File: config.mk
export PLATFORM = sky130hd
export DESIGN_NAME = ptc_depth_cell
export DESIGN_NICKNAME = d
export VERILOG_FILES = /design/src/sv/ptc_pkg.sv /design/src/sv/ptc_depth_cell.sv
export SDC_FILE = /design/constraint.sdc
export NUM_CORES = 1
export LEC_CHECK = 0
export BUFFER_PORTS_ARGS = -buffer_cell sky130_fd_sc_hd__buf_4
export CAP_MARGIN = 15
export CORE_MARGIN = 2
export CORE_UTILIZATION = 46
export DETAILED_ROUTE_END_ITERATION = 12
export PLACE_DENSITY = 0.8
export SLEW_MARGIN = 5
export SYNTH_ARGS = -nofsm -noshare
export SYNTH_HDL_FRONTEND = slang
export SYNTH_SLANG_ARGS = --single-unit
File: constraint.sdc
create_clock -name clk -period 6.1 [get_ports clk]
set_clock_uncertainty 0.15 [all_clocks]
set_input_delay 1.22 -clock clk [delete_from_list [all_inputs] [get_ports clk]]
set_output_delay 1.22 -clock clk [all_outputs]
set_load 0.02 [all_outputs]
File: src/sv/ptc_pkg.sv
`timescale 1ns / 1ps
// ----------------------------------------------------------------------------
// ptc_pkg: shared types, constants and the arctangent table
// Widths of the pipeline lanes, the cell lane structs and the
// elaboration-time build of the octant arctangent table.
// ----------------------------------------------------------------------------
package ptc_pkg;

  localparam int COORD_BITS  = 12;
  localparam int MAG_W       = COORD_BITS;       // |offset| up to 2^(COORD_BITS-1)
  localparam int ATAN_STEPS  = 256;
  localparam int IDX_W       = 9;                // index 0..ATAN_STEPS
  localparam int ANG_W       = 11;               // signed angle -512..512
  localparam int SQ_W        = 24;               // ax^2 + ay^2
  localparam int RAD_N_W     = 40;               // sq << 16
  localparam int ROOT_W      = RAD_N_W / 2;
  localparam int SREM_W      = ROOT_W + 3;
  localparam int NUM_W       = 39;               // depth_scale << 8
  localparam int QUO_W       = 28;
  localparam int CFG_W       = 31;
  localparam int PAN_W       = 24;
  localparam int RADIUS_MIN  = 12 * 256;

  localparam int ATAN_CELLS  = IDX_W - 1;
  localparam int SQRT_CELLS  = ROOT_W;
  localparam int DEPTH_CELLS = NUM_W;
  localparam int PIPE_LATENCY = 2 + ATAN_CELLS + 1 + SQRT_CELLS + 1 + DEPTH_CELLS + 1;

  typedef enum logic [2:0] {
    REG_DEPTH_SCALE = 3'd0,
    REG_ANGLE_PAN   = 3'd1,
    REG_DEPTH_PAN   = 3'd2,
    REG_BAND_NEAR   = 3'd3,
    REG_BAND_SECOND = 3'd4,
    REG_BAND_THIRD  = 3'd5,
    REG_BAND_FOURTH = 3'd6,
    REG_CORE_LIMIT  = 3'd7
  } reg_index_t;

  typedef struct packed {
    logic signed [COORD_BITS-1:0] offset_x;
    logic signed [COORD_BITS-1:0] offset_y;
  } request_t;

  typedef struct packed {
    logic signed [31:0] angle_coord;
    logic signed [31:0] depth_coord;
    logic [2:0]         shade_level;
  } result_t;

  // Data carried alongside every cell of the chain
  typedef struct packed {
    logic             sx;
    logic             sy;
    logic             swap;
    logic             zero;
    logic [ANG_W-1:0] angle;
    logic [SQ_W-1:0]  sq;
  } side_t;

  typedef struct packed {
    logic             valid;
    side_t            side;
    logic [MAG_W-1:0] rem;
    logic [MAG_W-1:0] den;
    logic [IDX_W-1:0] q;
  } atan_lane_t;

  typedef struct packed {
    logic               valid;
    side_t              side;
    logic [RAD_N_W-1:0] n;
    logic [ROOT_W-1:0]  q;
    logic [SREM_W-1:0]  rem;
  } sqrt_lane_t;

  typedef struct packed {
    logic              valid;
    side_t             side;
    logic [NUM_W-1:0]  num;
    logic [ROOT_W-1:0] den;
    logic [ROOT_W-1:0] rem;
    logic [QUO_W-1:0]  q;
  } depth_lane_t;

  typedef logic [7:0] atan_rom_t [0:ATAN_STEPS];

  typedef longint angle_tab_t [0:20];
  localparam angle_tab_t CORDIC_ANGLES = '{
    134217728, 79233353, 41864727, 21251189, 10666835, 5338616, 2669960,
    1335061, 667541, 333772, 166886, 83443, 41722, 20861, 10430, 5215,
    2608, 1304, 652, 326, 163
  };

  function automatic longint shr_sym(longint v, int s);
    return (v >= 0) ? (v >>> s) : -((-v) >>> s);
  endfunction

  // One table entry: CORDIC vectoring with 20 fraction bits, rounded half up
  function automatic logic [7:0] atan_entry(int i);
    longint x, y, z, xs, ys;
    int j;
    x = longint'(ATAN_STEPS) <<< 24;
    y = longint'(i) <<< 24;
    z = 0;
    for (j = 0; j < 21; j++) begin
      xs = shr_sym(x, j);
      ys = shr_sym(y, j);
      if (y > 0) begin
        x = x + ys; y = y - xs; z = z + CORDIC_ANGLES[j];
      end else begin
        x = x - ys; y = y + xs; z = z - CORDIC_ANGLES[j];
      end
    end
    z = z + (longint'(1) <<< 19);
    if (z < 0) z = 0;
    z = z >>> 20;
    if (z > 255) z = 255;
    return z[7:0];
  endfunction

  function automatic atan_rom_t build_atan_rom();
    atan_rom_t t;
    int i;
    for (i = 0; i <= ATAN_STEPS; i++) t[i] = atan_entry(i);
    return t;
  endfunction

  localparam atan_rom_t ATAN_ROM = build_atan_rom();

endpackage

File: src/sv/ptc_depth_cell.sv
`timescale 1ns / 1ps
// ----------------------------------------------------------------------------
// ptc_depth_cell: one quotient bit of depth over radius
// Restoring division step on the scaled depth constant.
// ----------------------------------------------------------------------------
module ptc_depth_cell import ptc_pkg::*; (
  input  logic        clk,
  input  logic        rst,
  input  depth_lane_t lane_in,
  output depth_lane_t lane_out
);

  logic [ROOT_W:0] r;
  logic            take;
  depth_lane_t     lane_next;

  // Bring down a numerator bit, subtract when it fits
  always_comb begin
    r         = {lane_in.rem, lane_in.num[NUM_W-1]};
    take      = (r >= {1'b0, lane_in.den});
    lane_next = lane_in;
    lane_next.rem = take ? ROOT_W'(r - {1'b0, lane_in.den}) : r[ROOT_W-1:0];
    lane_next.q   = {lane_in.q[QUO_W-2:0], take};
    lane_next.num = {lane_in.num[NUM_W-2:0], 1'b0};
  end

  // Advance to the neighbor
  always_ff @(posedge clk) begin
    if (rst) begin
      lane_out.valid <= 1'b0;
    end else begin
      lane_out <= lane_next;
    end
  end

endmodule

# == Yosys cells after proc, flatten, opt, wreduce, memory -nomap -nowiden ==
# Cells that the tools add are included.
# op_classes
n_addsub,1
n_lt_le_gt_ge,1
mux,1
# ops
operator,count
$ge 21x20->1,1
$mux 20,1
$sub 20x20->20,1
# totals
register_bits,146
in_bits,149
output_inout_bits,147
elab_cells,14

# == Longest topological paths before layout ==
# Gate-level depths: netlist (run 1).
# depth
word_depth,2
ltp_mapped,11
mapped_depth_nobuf,9

# == Least setup slack after synthesis (run 1) ==
# Ideal clock, no wire load.
# synth_timing
kind,input -> register
start,input port rst
end,"register lane_out[0] (netlist name), enable pin"
setup_ns,0.497
arrival_ns,4.018
t_required_ns,5.453
setup_slack_ns,1.435
stages,1
n_path_buf,0
cell_sequence,inv_1
# synth_rtl
element,line_no,source
start: declaration,ptc_depth_cell.sv:8,"input logic rst,"
end signal: assignment,ptc_depth_cell.sv:32,lane_out <= lane_next;
end: declaration,ptc_depth_cell.sv:10,output depth_lane_t lane_out
# No word-level cell between the ends.

==> run_results.csv, run 1 <==
group,metric,value,unit
final_layout,largest_reg_flops,146,
sta,post-route-period-util,57.8,%
yosys,muxShareOfSynthArea,3.07,%
yosys,postSynthCellCount,373,
yosys,synth_area_per_cell,16.1,um^2
global_routing,track_usage,24.8,%
clocking,cts_setup_buffers,0,
yosys,synth_compound_area_share,10.3,%
setup_path,cp.arrival,3540,ps
yosys,synth_area,6000,um^2
setup_path,crit_path_max_incr_delay,500,ps
setup_path,end_kind,"register",
yosys,ys_ff_latch,146,
floorplan,die-area,14000,um^2
placement,gp_congestion,0.861,
setup_path,path_delay_family,"simple AND/OR/NAND/NOR gates",
clocking,cts.sinks,146,
setup_path,path_buf_inv,3,
floorplan,rows,41,
drt,vias,4395,
placement,dpl.cell_count,832,
setup_path,crit_chain,"buf_4, inv_1, ha_1, nand4b_1, nor4_1, a21o_2, a21oi_4, inv_6, mux2_2",
yosys,synthAdderAreaFrac,4.51,%
final_layout,fin_nets,849,
drt,vias_per_cell,5.09,
setup_path,cp.required,6120,ps
hold_path,hp-class,"in2reg",
power_and_ir_drop,p_leak,0.00383,uW
global_routing,first_global_vias,4540,
run,drv_cap,0,
yosys,seq_area_frac_synth,73.0,%
sta,final_max_slew_viol_count,0,
placement,port_buffers,293,
floorplan,io_pins,296,
power_and_ir_drop,p_per_area,306,nW/um^2
yosys,syn_nets,543,
final_layout,n_fill_cell,860,
clocking,htreeDepth,4,
yosys,yosys.area_share.simple,5.05,%
final_layout,area_growth,48.7,%
global_routing,grt_pass1_wl,25700,um
sta,worstMarginPinSlew,769,ps
final_layout,reg_top3,"lane_out (146)",
yosys,synth_top_family_by_area,"compound AO/OA/AOI/OAI gates",
clocking,cts_resized,0,
global_routing,grt-ovfl-total,0,
global_routing,grt_max_degree,87,
global_routing,antenna_found_initial,1,
final_layout,regMostFlops,"lane_out",
drt,drt_pass1_iterations,5,
setup_path,slowest_stage,"nor4_1",
clocking,clockRootBuffer,"clkbuf_16",
final_layout,n_antenna_cell,0,
yosys,ys.flop_type,"edfxtp_1",
yosys,synth_edf_count,145,
final_layout,drive_gt1_share,50.4,%
drt,drc,0,
clocking,cts_buffers,17,
yosys,ys_types,58,
sta,max_slew_margin,48.7,%
sta,hold_viol_final,0,
clocking,clk_pin_slew,60,ps
power_and_ir_drop,combPwrFrac,19.6,%
yosys,synthXorXnorAreaFrac,1.46,%
yosys,async_reset_ff_share,0,%
outcome,status,"finished clean",
final_layout,finalNonFillerCells,864,
clocking,clk_path_buf_depth,2,
drt,drtAntennaViolNets,0,
setup_path,worstSetupStartpointType,"input pin",
sta,tns,0,ps
placement,place.detailed.hpwl,13000,um
setup_path,path_max_fanout,17,
floorplan,coreArea,12700,um^2
floorplan,die_x,118,um
power_and_ir_drop,p_clk_share,35.2,%
clocking,cts_tree,"done",
floorplan,die_y,118,um
sta,setup_violations,0,
drt,drt-total-wl,17300,um
drt,drtIter0Drc,311,
yosys,yosys_warnings,0,
power_and_ir_drop,intPower,2010,uW
power_and_ir_drop,irDropWorstVdd,170,uV
power_and_ir_drop,swShare,26.5,%
clocking,hold_buffers,0,
drt,routedWlPerCell,20.0,um
floorplan,initial_utilization,47.3,%
sta,rsz0062_at_grt,"false",
sta,period_minus_slack,3530,ps
power_and_ir_drop,p_seq_share,45.3,%
setup_path,path_class,"in2reg",
sta,max_freq,0.284,GHz
power_and_ir_drop,switching_power,723,uW
[metrics by stage]
stage / hold slack (ps) / power [uW] / instance area [um^2] / util, % / setup slack [ps]
floorplan: 1140 / 1540 / 6000 / - / 1430
detailed placement: 1250 / 1790 / 8370 / 66.1 / 2160
finish: 825 / 2730 / 8920 / 70.4 / 2570
CTS: 809 / 2750 / 8920 / 70.4 / 2600
global route: 803 / 2830 / 8920 / 70.4 / 2400
global placement: 1250 / 1770 / 8370 / 66.1 / 2230
[metal layers]
layer  routed length, um  global-route usage, %
met5                  16                      0
met4                 531                   10.5
met3                1560                   9.27
met2                9180                   44.0
met1                5980                   26.5
[final cells by class]
| type | instances | area (um^2) | area share [%] |
|---|---|---|---|
| Sequential cell | 146 | 4370 | 49.1 |
| Timing Repair Buffer | 294 | 2210 | 24.8 |
| Multi-Input combinational cell | 193 | 1470 | 16.4 |
| Clock buffer | 18 | 429 | 4.81 |
| Tap cell | 172 | 215 | 2.41 |
| Clock inverter | 14 | 114 | 1.28 |
| Inverter | 27 | 111 | 1.25 |
[cell usage in the layout, fill, tap and decap left out, types with 6 or more instances in the layout]
cell and n:
buf_4 294, a21oi_1 17, mux2_2 7, ha_1 20
xnor2_1 8, inv_1 25, nor2b_1 6, edfxtp_1 145
a211oi_1 7, nand2_1 16, o21ai_0 16, mux2i_1 6
clkbuf_16 17, a21o_1 7, nor2_1 15
[synth_stat cells, drive strengths merged (2+ instances only)]
master	instances	area, um^2
a211oi	7	52.6
a21boi	3	22.5
a21o	8	61.3
a21oi	21	128
a31o	2	17.5
a31oi	4	40.0
and2	2	12.5
and4	2	17.5
buf	4	37.5
clkbuf	3	11.3
edfxtp	145	4350
ha	20	250
inv	27	106
mux2	10	124
mux2i	6	60.1
nand2	16	60.1
nand3	5	25.0
nor2	15	56.3
nor2b	6	37.5
nor3	5	25.0
nor3b	2	15.0
nor4	2	12.5
o211ai	2	15.0
o21a	5	37.5
o21ai	17	88.8
o311ai	3	26.3
o31ai	2	15.0
xnor2	8	70.1
xor2	2	17.5
[cells by family (layout without fill, tap and decap cells)]
| logic type | after synthesis | in the layout |
|---|---|---|
| flops | 146 | 146 |
| compound gates | 84 | 84 |
| simple gates | 61 | 61 |
| buf+inv | 34 | 353 |
| fa+ha+maj | 21 | 21 |
| mux | 16 | 16 |
| xor+xnor | 10 | 10 |
| other cells | 1 | 1 |
[worst paths after layout]
path,from,end,slack (ps),depth (start not counted)
setup / recovery,lane_in[66],lane_out[38],2570,9
hold / removal,lane_in[0],lane_out[1],820,1
[power by group through the flow]
stage | Combinational [uW] | Clock, uW | Sequential (uW)
finish | 534 | 960 | 1240
global route | 566 | 1020 | 1240
CTS | 536 | 974 | 1240
detailed placement | 533 | 0 | 1250
global placement | 523 | 0 | 1250
floorplan | 160 | 0 | 1380
(Power assumes the default switching activity.)
==> run 2: changes to the inputs <==
- CORE_UTILIZATION: 46 -> 42
- PLACE_DENSITY: 0.8 -> 0.77
- clock period: 6.1 -> 3.2 ns (I/O delays scaled with it)
==> run 2 against run 1 <==
  * Sequential power is 90% higher
  * Critical path depth is 1 higher
  * Total power up 99%
  * First-iteration DRC count up 25%
  * Combinational power grew 97%
  * Clock power grew 110%
  * Sequential share of layout area fell by 1.1 points
  * Sequential cell count unchanged
==> run_results.csv, run 2 (same netlist as run 1, synthesis figures left out) <==
group,metric,value,unit
outcome,status,"finished clean",
run,drv_cap,0,
clocking,hold_buffers,0,
power_and_ir_drop,p_per_area,595,nW/um^2
sta,rsz0062_at_grt,"false",
final_layout,fin_util,65.5,%
placement,port_buffers,293,
hold_path,hp-class,"in2reg",
floorplan,rows,43,
setup_path,worstSetupStartpointType,"input pin",
clocking,clk_path_buf_depth,2,
floorplan,die_x,123,um
floorplan,initial_utilization,43.0,%
setup_path,path_max_fanout,17,
setup_path,critical_path_depth,10,
global_routing,grt_pass1_wl,24900,um
sta,period_minus_slack,2750,ps
final_layout,final_common_cell,"buf_4",
final_layout,n_antenna_cell,0,
placement,gp_congestion,0.880,
placement,pre_cts_ws,52.6,ps
setup_path,crit_path_max_incr_delay,420,ps
drt,drtIter0Drc,388,
global_routing,first_global_vias,4536,
drt,vias,4517,
final_layout,n_fill_cell,1037,
global_routing,antenna_found_initial,0,
clocking,cts_tree,"done",
drt,drc,0,
clocking,clk_pin_slew,60,ps
setup_path,path_delay_family,"simple AND/OR/NAND/NOR gates",
drt,routedWlPerCell,20.0,um
drt,drt-total-wl,17800,um
sta,worstMarginPinSlew,796,ps
hold_path,whs_path_depth,1,
final_layout,final_cell_mix,"buf_4, edfxtp_1, inv_1, ha_1",
global_routing,grt-ovfl-total,0,
setup_path,crit_chain,"buf_4, inv_1, ha_1, nand4_1, or3_1, a21oi_2, o31a_4, a21oi_4, inv_6, mux2_2",
final_layout,fin_nets,866,
clocking,cts_resized,0,
sta,max_slew_margin,46.9,%
floorplan,die-area,15200,um^2
final_layout,area_growth,52.3,%
sta,final_max_slew_viol_count,0,
sta,finalWorstSetupSlack,450,ps
clocking,cts_setup_buffers,0,
floorplan,io_pins,296,
setup_path,cp.required,3220,ps
drt,vias_per_cell,5.08,
power_and_ir_drop,p_leak,0.00396,uW
clocking,cts_buffers,17,
clocking,clockRootBuffer,"clkbuf_16",
final_layout,largest_reg_flops,146,
sta,setup_violations,0,
setup_path,path_class,"in2reg",
placement,placed_cell_area,8520,um^2
drt,drtAntennaViolNets,0,
final_layout,reg_top3,"lane_out (146)",
final_layout,fin_area,9130,um^2
power_and_ir_drop,irDropWorstVdd,351,uV
setup_path,slowest_stage,"or3_1",
final_layout,drive_gt1_share,51.6,%
setup_path,critPathLaunch,"lane_in[56]",
sta,hold_viol_final,0,
clocking,htreeDepth,4,
placement,place.detailed.hpwl,13600,um
hold_path,hold_start,"lane_in[75]",
setup_path,path_buf_inv,3,
final_layout,regMostFlops,"lane_out",
floorplan,coreArea,13900,um^2
setup_path,end_kind,"register",
floorplan,die_y,123,um
drt,drt_pass1_iterations,4,
clocking,cts.sinks,146,
global_routing,grt_max_degree,85,
sta,post-route-period-util,85.9,%
hold_path,hold_end,"lane_out[76]",
global_routing,track_usage,22.7,%
sta,max_freq,0.364,GHz
setup_path,cp.arrival,2770,ps
==> run 2: cell types whose count changed in the layout (fill, tap and decap cells not counted), sizes merged <==
cell / previous run / this run
clkinvlp: 4 / 1
buf: 294 / 311
bufinv: 1 / 3
inv: 29 / 28
clkbuf: 18 / 21
clkinv: 7 / 6
==> run 2: final cells by class <==
cell class | instances | area (um^2) | area share (%)
clock inverters | 11 | 155 | 1.70
flip-flops and latches | 146 | 4370 | 47.9
multi-input cells | 193 | 1470 | 16.1
clock buffers | 21 | 450 | 4.93
inverters | 27 | 110 | 1.21
repair buffers | 311 | 2350 | 25.7
well taps | 180 | 225 | 2.47
==> run 2: metal layers <==
metal	part of all wire, %	vias to the layer above	track usage [%]	wire length (um)
li1	-	2082	-	-
met1	35	2162	23.7	6150
met2	52	241	39.5	9210
met3	11	32	10.1	1970
met4	2.5	0	9.59	446
met5	0	-	0	0
==> run 2: how the worst max path moves through the flow <==
stage / end / slack, ps
global route: lane_out[31] / 370
finish: lane_out[31] / 450
detailed placement: lane_out[31] / 50
CTS: lane_out[32] / 500
global placement: lane_out[38] / 80
floorplan: lane_out[0] / -80
==> run 2: per-stage QoR <==
| stage | cells | hold WS, ps | TNS (ps) | power [uW] |
|---|---|---|---|---|
| CTS | 889 | 220 | 0 | 5480 |
| finish | 889 | 241 | 0 | 5430 |
| detailed placement | 857 | 669 | 0 | 3440 |
| floorplan | 373 | 562 | -10880 | 2920 |
| global route | 889 | 211 | 0 | 5630 |
| global placement | 857 | 668 | 0 | 3410 |
==> run 2: report_power, final <==
part | leakage [uW] | total, uW | switching (uW) | internal (uW)
logic | 0.00223 | 1050 | 570 | 479
registers | 0.00143 | 2350 | 50.2 | 2300
clock network | 0.000298 | 2030 | 772 | 1260
==> run 3: changes to the inputs <==
- CORE_AREA: not set -> 2 2 116 118
- CORE_MARGIN: 2 -> not set
- CORE_UTILIZATION: 42 -> not set
- DIE_AREA: not set -> 0 0 118 120
- PLACE_DENSITY: 0.77 -> 0.81
- clock period: 3.2 -> 3.25 ns (I/O delays scaled with it)
==> run 3 against run 2 <==
  * Worst setup slack worse by 13 ps
  * Routed wire length down 2.1%
  * Worst hold slack better by 9.9 ps
  * Sequential power about the same
  * Critical path type unchanged
==> run_results.csv, run 3 (same netlist as run 1, synthesis figures left out) <==
group,metric,value,unit
clocking,hold_buffers,0,
floorplan,die_y,120,um
drt,vias_per_cell,5.08,
placement,port_buffers,293,
drt,drt_pass1_iterations,5,
setup_path,path_delay_family,"simple AND/OR/NAND/NOR gates",
floorplan,io_pins,296,
placement,dpl.cell_count,855,
final_layout,drive_gt1_share,52.0,%
power_and_ir_drop,finalPower,5340,uW
final_layout,fin_util,70.4,%
global_routing,grt-ovfl-total,0,
global_routing,track_usage,24.4,%
floorplan,initial_utilization,46.2,%
clocking,htreeDepth,4,
setup_path,cp.arrival,2830,ps
drt,routedWlPerCell,19.6,um
sta,rsz0062_at_grt,"false",
final_layout,finalNonFillerCells,887,
setup_path,critical_path_depth,10,
global_routing,grt_max_degree,100,
final_layout,fin_nets,868,
clocking,cts_resized,0,
final_layout,largest_reg_flops,146,
drt,drtIter0Drc,403,
placement,gp_congestion,0.898,
sta,hold_viol_final,0,
setup_path,slowest_stage,"ha_1",
placement,pre_cts_ws,60.4,ps
power_and_ir_drop,p_leak,0.00396,uW
setup_path,cp-endpoint,"lane_out[36]",
floorplan,die_x,118,um
outcome,status,"finished clean",
sta,setup_violations,0,
drt,drt-total-wl,17400,um
final_layout,final_cell_mix,"buf_4, edfxtp_1, inv_1, ha_1",
sta,period_minus_slack,2810,ps
sta,max_freq,0.356,GHz
setup_path,path_max_fanout,17,
final_layout,regMostFlops,"lane_out",
placement,place.detailed.hpwl,13300,um
clocking,cts_setup_buffers,0,
floorplan,rows,42,
run,drv_cap,0,
setup_path,crit_chain,"buf_4, inv_1, ha_1, nand4_1, or3_1, a21oi_2, o31a_4, a21oi_4, inv_6, mux2_2",
power_and_ir_drop,irDropWorstVdd,301,uV
clocking,clk_path_buf_depth,2,
setup_path,crit_path_max_incr_delay,410,ps
drt,drc,0,
clocking,clockRootBuffer,"clkbuf_16",
global_routing,antenna_found_initial,1,
sta,finalWorstSetupSlack,437,ps
final_layout,area_growth,52.4,%
floorplan,coreArea,13000,um^2
setup_path,end_kind,"register",
sta,max_slew_margin,54.8,%
final_layout,reg_top3,"lane_out (146)",
final_layout,final_common_cell,"buf_4",
sta,worstMarginPinSlew,661,ps
clocking,cts.sinks,146,
power_and_ir_drop,p_per_area,584,nW/um^2
final_layout,n_antenna_cell,0,
drt,vias,4510,
setup_path,critPathLaunch,"lane_in[55]",
hold_path,hp-class,"in2reg",
sta,final_max_slew_viol_count,0,
floorplan,die-area,14200,um^2
setup_path,worstSetupStartpointType,"input pin",
clocking,clk_pin_slew,60,ps
drt,drtAntennaViolNets,0,
setup_path,cp.required,3270,ps
setup_path,path_class,"in2reg",
global_routing,first_global_vias,4477,
global_routing,grt_pass1_wl,25300,um
sta,post-route-period-util,86.5,%
clocking,cts_tree,"done",
setup_path,path_buf_inv,3,
clocking,cts_buffers,17,
## run 3: cell count changes in the layout (fill, tap and decap cells not counted), sizes merged
cell and change:
clkinv +1, clkbuf -4, buf +2, clkinvlp +1
inv +2
## run 3: cell type report
class | instances | area (um^2)
fill | 835 | 3840
sequential | 146 | 4370
multi-input combinational | 193 | 1470
inverter | 27 | 110
tap | 176 | 220
timing repair buffer | 313 | 2360
clock buffer | 17 | 425
clock inverter | 15 | 180
## run 3: power by group
group	switching (uW)	leakage [uW]	internal [uW]
sequential	51.7	0.00143	2270
clock	777	0.000297	1210
combinational	554	0.00224	475
total	1380	0.00396	3960
## run 3: metrics by stage
stage / setup TNS, ps / area (um^2) / hold slack, ps
after global placement: 0 / 8530 / 679
after floorplan: -5080 / 6000 / 572
after global routing: 0 / 9140 / 230
final: 0 / 9140 / 250
after detailed placement: 0 / 8530 / 679
after CTS: 0 / 9140 / 233
## run 3: metal layers
metal	share of wire (%)	global-route usage, %
met1	36	26.2
met2	53	43.4
met3	7.8	9.46
met4	2.8	9.49
met5	0.057	0
## run 3: how the worst min path moves through the flow
| stage | from | endpoint | slack [ps] | depth (start not counted) |
|---|---|---|---|---|
| 2_1_floorplan | rst | lane_out[146] | 570 | 1 |
| 3_3_place_gp | lane_in[26] | lane_out[27] | 680 | 1 |
| 3_5_place_dp | lane_in[139] | lane_out[139] | 680 | 1 |
| 4_1_cts | lane_in[138] | lane_out[138] | 230 | 1 |
| 5_1_grt | lane_in[142] | lane_out[142] | 230 | 1 |
| 6_report | lane_in[77] | lane_out[78] | 250 | 1 |
