==> config.mk <==
export PLATFORM = sky130hd
export DESIGN_NAME = ptc_sqrt_cell
export DESIGN_NICKNAME = d
export VERILOG_FILES = /design/src/sv/ptc_pkg.sv /design/src/sv/ptc_sqrt_cell.sv
export SDC_FILE = /design/constraint.sdc
export NUM_CORES = 1
export LEC_CHECK = 0
export BUFFER_PORTS_ARGS = -buffer_cell sky130_fd_sc_hd__buf_2
export CORE_MARGIN = 4
export CORE_UTILIZATION = 47
export CTS_CLUSTER_SIZE = 24
export DETAILED_ROUTE_END_ITERATION = 8
export PLACE_DENSITY = 0.8
export SKIP_LAST_GASP = 1
export SYNTH_ARGS = -nofsm -noshare
export SYNTH_HDL_FRONTEND = slang
export SYNTH_SLANG_ARGS = --single-unit
==> constraint.sdc <==
create_clock -name clk -period 3.7 [get_ports clk]
set_input_delay 0.555 -clock clk [delete_from_list [all_inputs] [get_ports clk]]
set_output_delay 0.555 -clock clk [all_outputs]
set_load 0.01 [all_outputs]
==> src/sv/ptc_pkg.sv <==
`timescale 1ns / 1ps
// ----------------------------------------------------------------------------
// ptc_pkg: shared types, constants and the arctangent table
// Widths of the pipeline lanes, the cell lane structs and the
// elaboration-time build of the octant arctangent table.
// ----------------------------------------------------------------------------
package ptc_pkg;

  localparam int COORD_BITS  = 12;
  localparam int MAG_W       = COORD_BITS;       // |offset| up to 2^(COORD_BITS-1)
  localparam int ATAN_STEPS  = 256;
  localparam int IDX_W       = 9;                // index 0..ATAN_STEPS
  localparam int ANG_W       = 11;               // signed angle -512..512
  localparam int SQ_W        = 24;               // ax^2 + ay^2
  localparam int RAD_N_W     = 40;               // sq << 16
  localparam int ROOT_W      = RAD_N_W / 2;
  localparam int SREM_W      = ROOT_W + 3;
  localparam int NUM_W       = 39;               // depth_scale << 8
  localparam int QUO_W       = 28;
  localparam int CFG_W       = 31;
  localparam int PAN_W       = 24;
  localparam int RADIUS_MIN  = 12 * 256;

  localparam int ATAN_CELLS  = IDX_W - 1;
  localparam int SQRT_CELLS  = ROOT_W;
  localparam int DEPTH_CELLS = NUM_W;
  localparam int PIPE_LATENCY = 2 + ATAN_CELLS + 1 + SQRT_CELLS + 1 + DEPTH_CELLS + 1;

  typedef enum logic [2:0] {
    REG_DEPTH_SCALE = 3'd0,
    REG_ANGLE_PAN   = 3'd1,
    REG_DEPTH_PAN   = 3'd2,
    REG_BAND_NEAR   = 3'd3,
    REG_BAND_SECOND = 3'd4,
    REG_BAND_THIRD  = 3'd5,
    REG_BAND_FOURTH = 3'd6,
    REG_CORE_LIMIT  = 3'd7
  } reg_index_t;

  typedef struct packed {
    logic signed [COORD_BITS-1:0] offset_x;
    logic signed [COORD_BITS-1:0] offset_y;
  } request_t;

  typedef struct packed {
    logic signed [31:0] angle_coord;
    logic signed [31:0] depth_coord;
    logic [2:0]         shade_level;
  } result_t;

  // Data carried alongside every cell of the chain
  typedef struct packed {
    logic             sx;
    logic             sy;
    logic             swap;
    logic             zero;
    logic [ANG_W-1:0] angle;
    logic [SQ_W-1:0]  sq;
  } side_t;

  typedef struct packed {
    logic             valid;
    side_t            side;
    logic [MAG_W-1:0] rem;
    logic [MAG_W-1:0] den;
    logic [IDX_W-1:0] q;
  } atan_lane_t;

  typedef struct packed {
    logic               valid;
    side_t              side;
    logic [RAD_N_W-1:0] n;
    logic [ROOT_W-1:0]  q;
    logic [SREM_W-1:0]  rem;
  } sqrt_lane_t;

  typedef struct packed {
    logic              valid;
    side_t             side;
    logic [NUM_W-1:0]  num;
    logic [ROOT_W-1:0] den;
    logic [ROOT_W-1:0] rem;
    logic [QUO_W-1:0]  q;
  } depth_lane_t;

  typedef logic [7:0] atan_rom_t [0:ATAN_STEPS];

  typedef longint angle_tab_t [0:20];
  localparam angle_tab_t CORDIC_ANGLES = '{
    134217728, 79233353, 41864727, 21251189, 10666835, 5338616, 2669960,
    1335061, 667541, 333772, 166886, 83443, 41722, 20861, 10430, 5215,
    2608, 1304, 652, 326, 163
  };

  function automatic longint shr_sym(longint v, int s);
    return (v >= 0) ? (v >>> s) : -((-v) >>> s);
  endfunction

  // One table entry: CORDIC vectoring with 20 fraction bits, rounded half up
  function automatic logic [7:0] atan_entry(int i);
    longint x, y, z, xs, ys;
    int j;
    x = longint'(ATAN_STEPS) <<< 24;
    y = longint'(i) <<< 24;
    z = 0;
    for (j = 0; j < 21; j++) begin
      xs = shr_sym(x, j);
      ys = shr_sym(y, j);
      if (y > 0) begin
        x = x + ys; y = y - xs; z = z + CORDIC_ANGLES[j];
      end else begin
        x = x - ys; y = y + xs; z = z - CORDIC_ANGLES[j];
      end
    end
    z = z + (longint'(1) <<< 19);
    if (z < 0) z = 0;
    z = z >>> 20;
    if (z > 255) z = 255;
    return z[7:0];
  endfunction

  function automatic atan_rom_t build_atan_rom();
    atan_rom_t t;
    int i;
    for (i = 0; i <= ATAN_STEPS; i++) t[i] = atan_entry(i);
    return t;
  endfunction

  localparam atan_rom_t ATAN_ROM = build_atan_rom();

endpackage

==> src/sv/ptc_sqrt_cell.sv <==
`timescale 1ns / 1ps
// ----------------------------------------------------------------------------
// ptc_sqrt_cell: one root bit of the radius square root
// Brings down two radicand bits and tries the next root bit.
// ----------------------------------------------------------------------------
module ptc_sqrt_cell import ptc_pkg::*; (
  input  logic       clk,
  input  logic       rst,
  input  sqrt_lane_t lane_in,
  output sqrt_lane_t lane_out
);

  logic [SREM_W-1:0] r;
  logic [SREM_W-1:0] trial;
  logic              take;
  sqrt_lane_t        lane_next;

  // Try root bit, keep remainder
  always_comb begin
    r         = {lane_in.rem[SREM_W-3:0], lane_in.n[RAD_N_W-1:RAD_N_W-2]};
    trial     = {1'b0, lane_in.q, 2'b01};
    take      = (r >= trial);
    lane_next = lane_in;
    lane_next.rem = take ? (r - trial) : r;
    lane_next.q   = {lane_in.q[ROOT_W-2:0], take};
    lane_next.n   = {lane_in.n[RAD_N_W-3:0], 2'b00};
  end

  // Advance to the neighbor
  always_ff @(posedge clk) begin
    if (rst) begin
      lane_out.valid <= 1'b0;
    end else begin
      lane_out <= lane_next;
    end
  end

endmodule

Word level (Yosys, flattened, before mapping)
Index checks and enable logic that the tools add are counted.

storage, ports and cells
  output and inout port bits = 123
  word-level logic and storage cells = 13
  input bits = 125
  flip-flop bits (word level) = 121

cells by class
  multiplexer cells = 1
  add/subtract/negate cells = 1
  $lt $le $gt $ge = 1

operator list
  operator                                                        count
  23-bit by 22-bit greater-or-equal comparator with 1-bit output  1
  23-bit 2-to-1 mux                                               1
  23-bit by 22-bit subtractor with 23-bit output                  1

Logic depth before layout (Yosys ltp)
Gate-level depths: netlist of the first run.

  depth after elaboration = 2
  depth in mapped cells = 11
  gate-level depth less buffers = 8

Worst setup path before layout of the first run
No wires, ideal clock.

  path type = in2reg
  start point = in rst
  end point = reg lane_out[0] in the netlist's numbering, enable pin
  library setup time = 473 ps
  path buffers = 0
  stages on the path = 1
  arrival time = 2873 ps
  required time = 3227 ps
  setup slack = 354 ps
  path through = inv_1

RTL lines
  what                    RTL line             source
  start: declaration      ptc_sqrt_cell.sv:8   input logic rst,
  end signal: assignment  ptc_sqrt_cell.sv:34  lane_out <= lane_next;
  end: declaration        ptc_sqrt_cell.sv:10  output sqrt_lane_t lane_out

No word-level cell between the ends.

==> impl_metrics.sql, run 1 <==
INSERT INTO impl_metrics (metric_group, metric, value, unit) VALUES
('setup_path', 'critical_path.slowest_cell', 'sky130_fd_sc_hd__a221oi_1', ''),
('global_routing', 'busiest_layer', 'met2', ''),
('die', 'die_y', '115', 'um'),
('setup_path', 'timing.critical_path.arrival', '2780', 'ps'),
('clocking', 'cts_sinks', '121', ''),
('drt', 'drt_iter0_markers', '282', ''),
('sta', 'timing.fmax', '0.383', 'GHz'),
('drt', 'num_vias', '4068', ''),
('finish', 'fillerInstances', '832', ''),
('finish', 'final_layout_size_suffix_gt1_frac', '0.448', ''),
('synth', 'number_of_flops_mapped_to_enable_cells_by_yosys', '120', ''),
('clocking', 'tritoncts', 'yes', ''),
('sta', 'maxSlewViolCount', '0', ''),
('sta', 'fin_setup_tns', '0', 'ps'),
('synth', 'most_used_flip_flop_cell_after_synthesis', 'sky130_fd_sc_hd__edfxtp_1', ''),
('synth', 'synth.largest_area_cell', 'sky130_fd_sc_hd__edfxtp_1', ''),
('clocking', 'ctsHoldBuffers', '0', ''),
('worst_hold_path', 'holdPathStages', '1', ''),
('die', 'row_count', '38', ''),
('synth', 'synth.top_cell.area_share', '0.671', ''),
('pwr', 'p_total', '0.00400', 'W'),
('die', 'initial_core_util', '0.487', ''),
('clocking', 'cts.htree.levels', '4', ''),
('pwr', 'cellPowerDensity', '546', 'mW/mm^2'),
('finish', 'multiInputGateArea', '0.00153', 'mm^2'),
('sta', 'finalCritPeriodShare', '0.706', ''),
('die', 'io_pins', '248', ''),
('die', 'die-area', '0.0132', 'mm^2'),
('setup_path', 'series_of_cell_instances_along_the_critical_path', 'buf_2, inv_1, ha_1, nor2b_1, o21bai_1, a31o_2, o21ai_0, a221oi_1, mux2_2', ''),
('setup_path', 'critical_path_required', '3860', 'ps'),
('setup_path', 'crit_fanout', '5', ''),
('pwr', 'vdd_drop_max', '369', 'uV'),
('finish', 'sequential_cell_area', '0.00362', 'mm^2'),
('synth', 'syn-cell-area', '0.00537', 'mm^2'),
('global_routing', 'gr-usage-met1', '0.251', ''),
('synth', 'synth_warnings', '0', ''),
('sta', 'worst_slew_margin_rel', '0.488', ''),
('sta', 'finalSetupViolations', '0', ''),
('synth', 'synth-seq-area-share', '0.675', ''),
('synth', 'synth_area_per_cell', '14.1', 'um^2'),
('clocking', 'clockRootBuffer', 'sky130_fd_sc_hd__clkbuf_16', ''),
('sta', 'hold_viol_final', '0', ''),
('sta', 'period_needed', '2610', 'ps'),
('clocking', 'tritoncts.num_buffers', '17', ''),
('global_routing', 'grt_max_degree', '63', ''),
('drt', 'post_drt_wl_per_cell', '19.1', 'um'),
('finish', 'top_register', 'lane_out', ''),
('sta', 'rsz0062_at_grt', 'no', ''),
('finish', 'layout-area-overhead-vs-synth', '36.4', '%'),
('global_routing', 'grt_pass1_wl', '21.9', 'mm'),
('clocking', 'cts_resized', '0', ''),
('drt', 'drc_errors', '0', ''),
('run', 'cap_viol_max_count', '0', ''),
('synth', 'netlist-cell-type-count', '55', ''),
('global_routing', 'antenna_found_initial', '0', ''),
('run_status', 'outcome', 'complete, no violations', ''),
('finish', 'insertedDiodeCount', '0', ''),
('worst_hold_path', 'min_to', 'lane_out[83]', ''),
('pwr', 'power.static_leakage', '3.22', 'nW'),
('clocking', 'clock_path_buffers', '2', ''),
('placement', 'finalWeightedCongestion', '0.833', ''),
('global_routing', 'gr-usage-met2', '0.393', ''),
('finish', 'largest_registers', 'lane_out x121', ''),
('synth', 'synth-seq-cells', '121', ''),
('worst_hold_path', 'hold_crit_start', 'lane_in[83]', ''),
('finish', 'largest_register_ff_count', '121', ''),
('synth', 'post_synth_inst_count', '381', ''),
('setup_path', 'critical_path.endpoint_type', 'flip-flop', ''),
('clocking', 'cts.reportedPaths.clkPinSlew', '60', 'ps'),
('setup_path', 'critical_path_class', 'in -> reg', ''),
('die', 'floorplan.die.width', '115', 'um');
[layout by cell type (no fill, tap or decap), types with 4 or more instances in the layout]
cell and n:
sky130_fd_sc_hd__buf_4 5, sky130_fd_sc_hd__inv_1 30, sky130_fd_sc_hd__a21oi_1 25, sky130_fd_sc_hd__nand3_1 14, sky130_fd_sc_hd__o21ai_0 15, sky130_fd_sc_hd__buf_2 243, sky130_fd_sc_hd__nor2_1 7, sky130_fd_sc_hd__xnor2_1 8
sky130_fd_sc_hd__o2111ai_1 4, sky130_fd_sc_hd__clkinv_2 4, sky130_fd_sc_hd__bufinv_16 4, sky130_fd_sc_hd__a21o_1 6, sky130_fd_sc_hd__mux2_1 7, sky130_fd_sc_hd__edfxtp_1 120, sky130_fd_sc_hd__o21a_1 9, sky130_fd_sc_hd__nor3_1 6
sky130_fd_sc_hd__nand4_1 4, sky130_fd_sc_hd__ha_1 22, sky130_fd_sc_hd__nand2_1 21, sky130_fd_sc_hd__clkbuf_16 17, sky130_fd_sc_hd__mux2_2 5, sky130_fd_sc_hd__o31ai_1 6
[power by group]
group | switching, W | internal (W)
Combinational | 0.000350 | 0.000256
Sequential | 0.0000312 | 0.00166
Clock | 0.000585 | 0.00112
[per-layer routing]
layer,part of all wire,up-vias
met5,0,-
met4,0.018,0
met3,0.10,24
met2,0.52,185
met1,0.36,1899
li1,-,1960
[per-stage QoR]
step | cell area (um^2) | worst slack, ps | util | std cells | hold slack, ps
after global placement | 6720 | 719 | 0.609 | 754 | 732
final | 7320 | 1090 | 0.664 | 785 | 311
after detailed placement | 6720 | 712 | 0.609 | 754 | 734
after floorplan | 5370 | 354 | - | 382 | 627
after CTS | 7320 | 1120 | 0.664 | 785 | 298
after global routing | 7320 | 973 | 0.664 | 785 | 289
[layout make-up]
| cell class | instances | area share |
|---|---|---|
| multi-input cells | 213 | 0.209 |
| clock inverters | 13 | 0.0241 |
| repair buffers | 249 | 0.174 |
| flip-flops and latches | 121 | 0.495 |
| clock buffers | 18 | 0.0586 |
| well taps | 140 | 0.0239 |
| inverters | 31 | 0.0162 |
[cell families after synthesis]
kind of cell / count (synthesis) / share of synthesized area
compound gates: 90 / 0.113
xor+xnor: 11 / 0.0179
fa+ha+maj: 22 / 0.0513
buf+inv: 48 / 0.0415
flops: 121 / 0.675
mux: 15 / 0.0308
other cells: 1 / 0.000698
simple gates: 73 / 0.0706
[worst max-delay path, delay by kind of cell]
| family | cells | cell delay (ps) |
|---|---|---|
| buffers and inverters | 2 | 160 |
| AO/OA/AOI/OAI | 4 | 1180 |
| multiplexers | 1 | 390 |
| AND/OR/NAND/NOR | 1 | 170 |
| adder cells (fa/ha/maj) | 1 | 330 |
[worst max path at each step]
stage	start	to	depth (start not counted)
global route	lane_in[35]	lane_out[5]	10
CTS	lane_in[23]	lane_out[22]	9
finish	lane_in[23]	lane_out[22]	9
global placement	lane_in[23]	lane_out[22]	9
floorplan	rst	lane_out[0]	1
detailed placement	lane_in[23]	lane_out[22]	9
Note: power is estimated with default switching activity, not from simulation.
==> inputs of run 2 (changes only) <==
--- a/config.mk
+++ b/config.mk
@@ -5,12 +5,13 @@
 export SDC_FILE = /design/constraint.sdc
 export NUM_CORES = 1
 export LEC_CHECK = 0
+export ABC_AREA = 1
 export BUFFER_PORTS_ARGS = -buffer_cell sky130_fd_sc_hd__buf_2
 export CORE_MARGIN = 4
-export CORE_UTILIZATION = 47
+export CORE_UTILIZATION = 43
 export CTS_CLUSTER_SIZE = 24
 export DETAILED_ROUTE_END_ITERATION = 8
-export PLACE_DENSITY = 0.8
+export PLACE_DENSITY = 0.76
 export SKIP_LAST_GASP = 1
 export SYNTH_ARGS = -nofsm -noshare
 export SYNTH_HDL_FRONTEND = slang
==> constraint.sdc (replaced) <==
create_clock -name clk -period 2.12 [get_ports clk]
set_input_delay 0.318 -clock clk [delete_from_list [all_inputs] [get_ports clk]]
set_output_delay 0.318 -clock clk [all_outputs]
set_load 0.01 [all_outputs]
==> run 2 against run 1 <==
  * Synthesized cell count rose by 48%
  * Combinational power grew 93%
  * Wire length grew 10%
  * Flip-flop and latch count unchanged
  * Worst setup slack worse by 670 ps
  * Highest routed layer unchanged
  * Critical path type unchanged
  * First-iteration DRC count decreased by 9.2%
  * Hold slack worse by 230 ps
  * Area after synthesis up 5.7%
  * Die area is 14% higher
  * Global-route usage shrank 0.66 points
  * Cell count up 33%
==> impl_metrics.sql, run 2 <==
INSERT INTO impl_metrics (metric_group, metric, value, unit) VALUES
('finish', 'finalNetCount', '1007', ''),
('clocking', 'cts_resized', '0', ''),
('placement', 'place_ws', '-28.4', 'ps'),
('pwr', 'power.static_leakage', '4.06', 'nW'),
('setup_path', 'critical_path_required', '2280', 'ps'),
('global_routing', 'grt_pass1_wl', '24.1', 'mm'),
('drt', 'drt_iter0_markers', '256', ''),
('setup_path', 'critical_path_class', 'in -> reg', ''),
('pwr', 'cellPowerDensity', '877', 'mW/mm^2'),
('clocking', 'tritoncts.num_buffers', '17', ''),
('drt', 'num_vias', '4665', ''),
('die', 'core_area', '0.0128', 'mm^2'),
('drt', 'drt_pre_antenna_iters', '4', ''),
('setup_path', 'series_of_cell_instances_along_the_critical_path', 'buf_2, inv_1, ha_1, nand2_1, nor2_2, nand2_1, nor2_1, nand2_1, nand4_4, inv_2, buf_4, nand2_1, nand2_1', ''),
('clocking', 'cts.reportedPaths.clkPinSlew', '60', 'ps'),
('setup_path', 'crit_path_frequent_cell', 'sky130_fd_sc_hd__nand2_1', ''),
('placement', 'placedCellCount', '1013', ''),
('finish', 'final_common_cell', 'sky130_fd_sc_hd__buf_2', ''),
('finish', 'layout-area-overhead-vs-synth', '40.8', '%'),
('setup_path', 'critical_path.endpoint_type', 'flip-flop', ''),
('die', 'row_count', '41', ''),
('sta', 'hold_viol_final', '0', ''),
('global_routing', 'gr-usage-all-layers', '0.216', ''),
('setup_path', 'cp_slowest_stage_delay', '340', 'ps'),
('setup_path', 'crit_cells', '13', ''),
('synth', 'post_synth_inst_count', '564', ''),
('synth', 'synth_warnings', '0', ''),
('synth', 'yosys-top-cells-count', '208 x sky130_fd_sc_hd__nand2_1, 120 x sky130_fd_sc_hd__edfxtp_1, 103 x sky130_fd_sc_hd__inv_1', ''),
('synth', 'synth-seq-cells', '121', ''),
('worst_hold_path', 'min-delay-path-class', 'in -> reg', ''),
('placement', 'dpl_cell_area', '0.00739', 'mm^2'),
('finish', 'final_cell_area', '0.00799', 'mm^2'),
('die', 'floorplan.die.width', '123', 'um'),
('synth', 'asyncSetResetFlopFracSynth', '0', ''),
('pwr', 'share_comb_of_total_power', '0.167', ''),
('die', 'die-area', '0.0151', 'mm^2'),
('die', 'die_y', '123', 'um'),
('pwr', 'p_seq_frac', '0.419', ''),
('finish', 'layout.cells.non_filler', '1045', ''),
('clocking', 'cts.htree.levels', '4', ''),
('clocking', 'cts.repair_timing.setup_buffer_count', '0', ''),
('clocking', 'cts_sinks', '121', ''),
('setup_path', 'path_buf_inv', '4', ''),
('clocking', 'ctsHoldBuffers', '0', ''),
('sta', 'rsz0062_at_grt', 'no', ''),
('synth', 'synth.top_cell.area_share', '0.635', ''),
('synth', 'synth-seq-area-share', '0.638', ''),
('global_routing', 'busiest_layer', 'met2', ''),
('synth', 'syn-cell-area', '0.00568', 'mm^2'),
('placement', 'port_buffers', '243', ''),
('sta', 'period_needed', '1710', 'ps'),
('placement', 'dp.final_hpwl', '13.2', 'mm'),
('synth', 'most_used_flip_flop_cell_after_synthesis', 'sky130_fd_sc_hd__edfxtp_1', ''),
('die', 'initial_core_util', '0.444', ''),
('clocking', 'tritoncts', 'yes', ''),
('sta', 'finalCritPeriodShare', '0.804', ''),
('drt', 'finalWirelength', '16.5', 'mm'),
('synth', 'post-synth-top-count-cell', 'sky130_fd_sc_hd__nand2_1', ''),
('pwr', 'vdd_drop_max', '400', 'uV'),
('drt', 'drc_errors', '0', ''),
('global_routing', 'grt_max_degree', '42', ''),
('global_routing', 'antenna_found_initial', '0', ''),
('drt', 'antenna_left', '0', ''),
('finish', 'fillerInstances', '1058', ''),
('sta', 'layout_setup_ws', '415', 'ps'),
('drt', 'viasPerCell', '4.46', ''),
('sta', 'timing.fmax', '0.586', 'GHz'),
('synth', 'synth_area_per_cell', '10.1', 'um^2'),
('run', 'cap_viol_max_count', '0', ''),
('global_routing', 'groute.layer.met3.usage', '0.0737', ''),
('synth', 'synth.largest_area_cell', 'sky130_fd_sc_hd__edfxtp_1', ''),
('pwr', 'switchingPower', '0.00179', 'W'),
('global_routing', 'gr-usage-met1', '0.220', ''),
('global_routing', 'first_global_vias', '4620', ''),
('clocking', 'clockRootBuffer', 'sky130_fd_sc_hd__clkbuf_16', ''),
('sta', 'finalSetupViolations', '0', ''),
('setup_path', 'category_of_the_worst_setup_path_launch_point', 'input port', ''),
('die', 'io_pins', '248', ''),
('synth', 'number_of_flops_mapped_to_enable_cells_by_yosys', '120', ''),
('clocking', 'clock_path_buffers', '2', ''),
('setup_path', 'timing.critical_path.arrival', '1870', 'ps'),
('setup_path', 'crit_fanout', '9', ''),
('placement', 'finalWeightedCongestion', '0.897', ''),
('finish', 'final_layout_size_suffix_gt1_frac', '0.367', ''),
('setup_path', 'critical_path.slowest_cell', 'sky130_fd_sc_hd__ha_1', ''),
('finish', 'mostFrequentLayoutCells', '243 x sky130_fd_sc_hd__buf_2, 208 x sky130_fd_sc_hd__nand2_1, 120 x sky130_fd_sc_hd__edfxtp_1', ''),
('finish', 'top_register', 'lane_out', ''),
('sta', 'fin_setup_tns', '0', 'ps'),
('sta', 'maxSlewViolCount', '0', ''),
('pwr', 'p_int', '0.00522', 'W'),
('drt', 'post_drt_wl_per_cell', '15.8', 'um'),
('finish', 'largest_register_ff_count', '121', ''),
('global_routing', 'gr-usage-met2', '0.405', ''),
('synth', 'ys_top_cells_by_area', 'sky130_fd_sc_hd__edfxtp_1 63%, sky130_fd_sc_hd__nand2_1 14%, sky130_fd_sc_hd__inv_1 6.8%', ''),
('worst_hold_path', 'holdPathStages', '1', ''),
('synth', 'netlist-cell-type-count', '22', ''),
('global_routing', 'grt_overflow_total', '0', ''),
('pwr', 'swShare', '0.255', ''),
('pwr', 'power.clock.fraction', '0.414', ''),
('setup_path', 'crit_family', 'simple AND/OR/NAND/NOR gates', ''),
('run_status', 'outcome', 'complete, no violations', ''),
('finish', 'largest_registers', 'lane_out x121', '');
## run 2: cell types whose count changed in the layout (fill, tap and decap cells not counted), sizes merged, moves of 8 or more
| cell | before | now |
|---|---|---|
| nand2 | 21 | 209 |
| nor2 | 7 | 32 |
| a21oi | 25 | 12 |
| inv | 33 | 107 |
| nand3 | 14 | 32 |
| o21a | 9 | 0 |
| xnor2 | 8 | 0 |
| mux2 | 12 | 0 |
| o21ai | 16 | 2 |
| buf | 249 | 282 |
## run 2: logic make-up (layout without fill, tap and decap cells)
group | count (synthesis) | in the layout | share of synthesized area
adder cells (fa/ha/maj) | 22 | 22 | 0.0485
AND/OR/NAND/NOR | 288 | 288 | 0.209
other | 1 | 3 | 0.000661
flip-flops | 121 | 121 | 0.638
AO/OA/AOI/OAI | 14 | 14 | 0.0130
buffers and inverters | 110 | 417 | 0.0780
XOR/XNOR | 8 | 8 | 0.0123
## run 2: area by class of cell
type	instances	area [um^2]	share of cell area
antenna	1	2.50	0.000313
clock buffer	17	425	0.0532
clock inverter	14	171	0.0214
inverter	104	394	0.0493
multi-input combinational	334	1610	0.202
sequential	121	3620	0.453
tap	172	215	0.0269
timing repair buffer	282	1550	0.194
## run 2: worst paths after layout
check                 slack, ps         start            end
worst max-delay path        410   lane_in[30]   lane_out[17]
worst min-delay path         80  lane_in[111]  lane_out[111]
## run 2: power groups by stage
stage / combinational, W / clock, W / sequential [W]
final: 0.00117 / 0.00290 / 0.00293
after global routing: 0.00130 / 0.00308 / 0.00295
after CTS: 0.00119 / 0.00296 / 0.00294
after detailed placement: 0.00118 / 0 / 0.00298
after global placement: 0.00116 / 0 / 0.00297
after floorplan: 0.000473 / 0 / 0.00312
## run 2: stage by stage
stage                     power (W)  hold WS, ps   util
after detailed placement    0.00416          496  0.579
after global routing        0.00733         60.2  0.625
final                       0.00701         77.6  0.626
after floorplan             0.00359          389      -
after CTS                   0.00708         59.8  0.625
after global placement      0.00413          494  0.579
## run 2: routing by layer
layer,up-vias,routed length [um]
met3,18,1550
met4,0,352
met1,2080,5960
met2,161,8610
met5,-,0
li1,2406,-
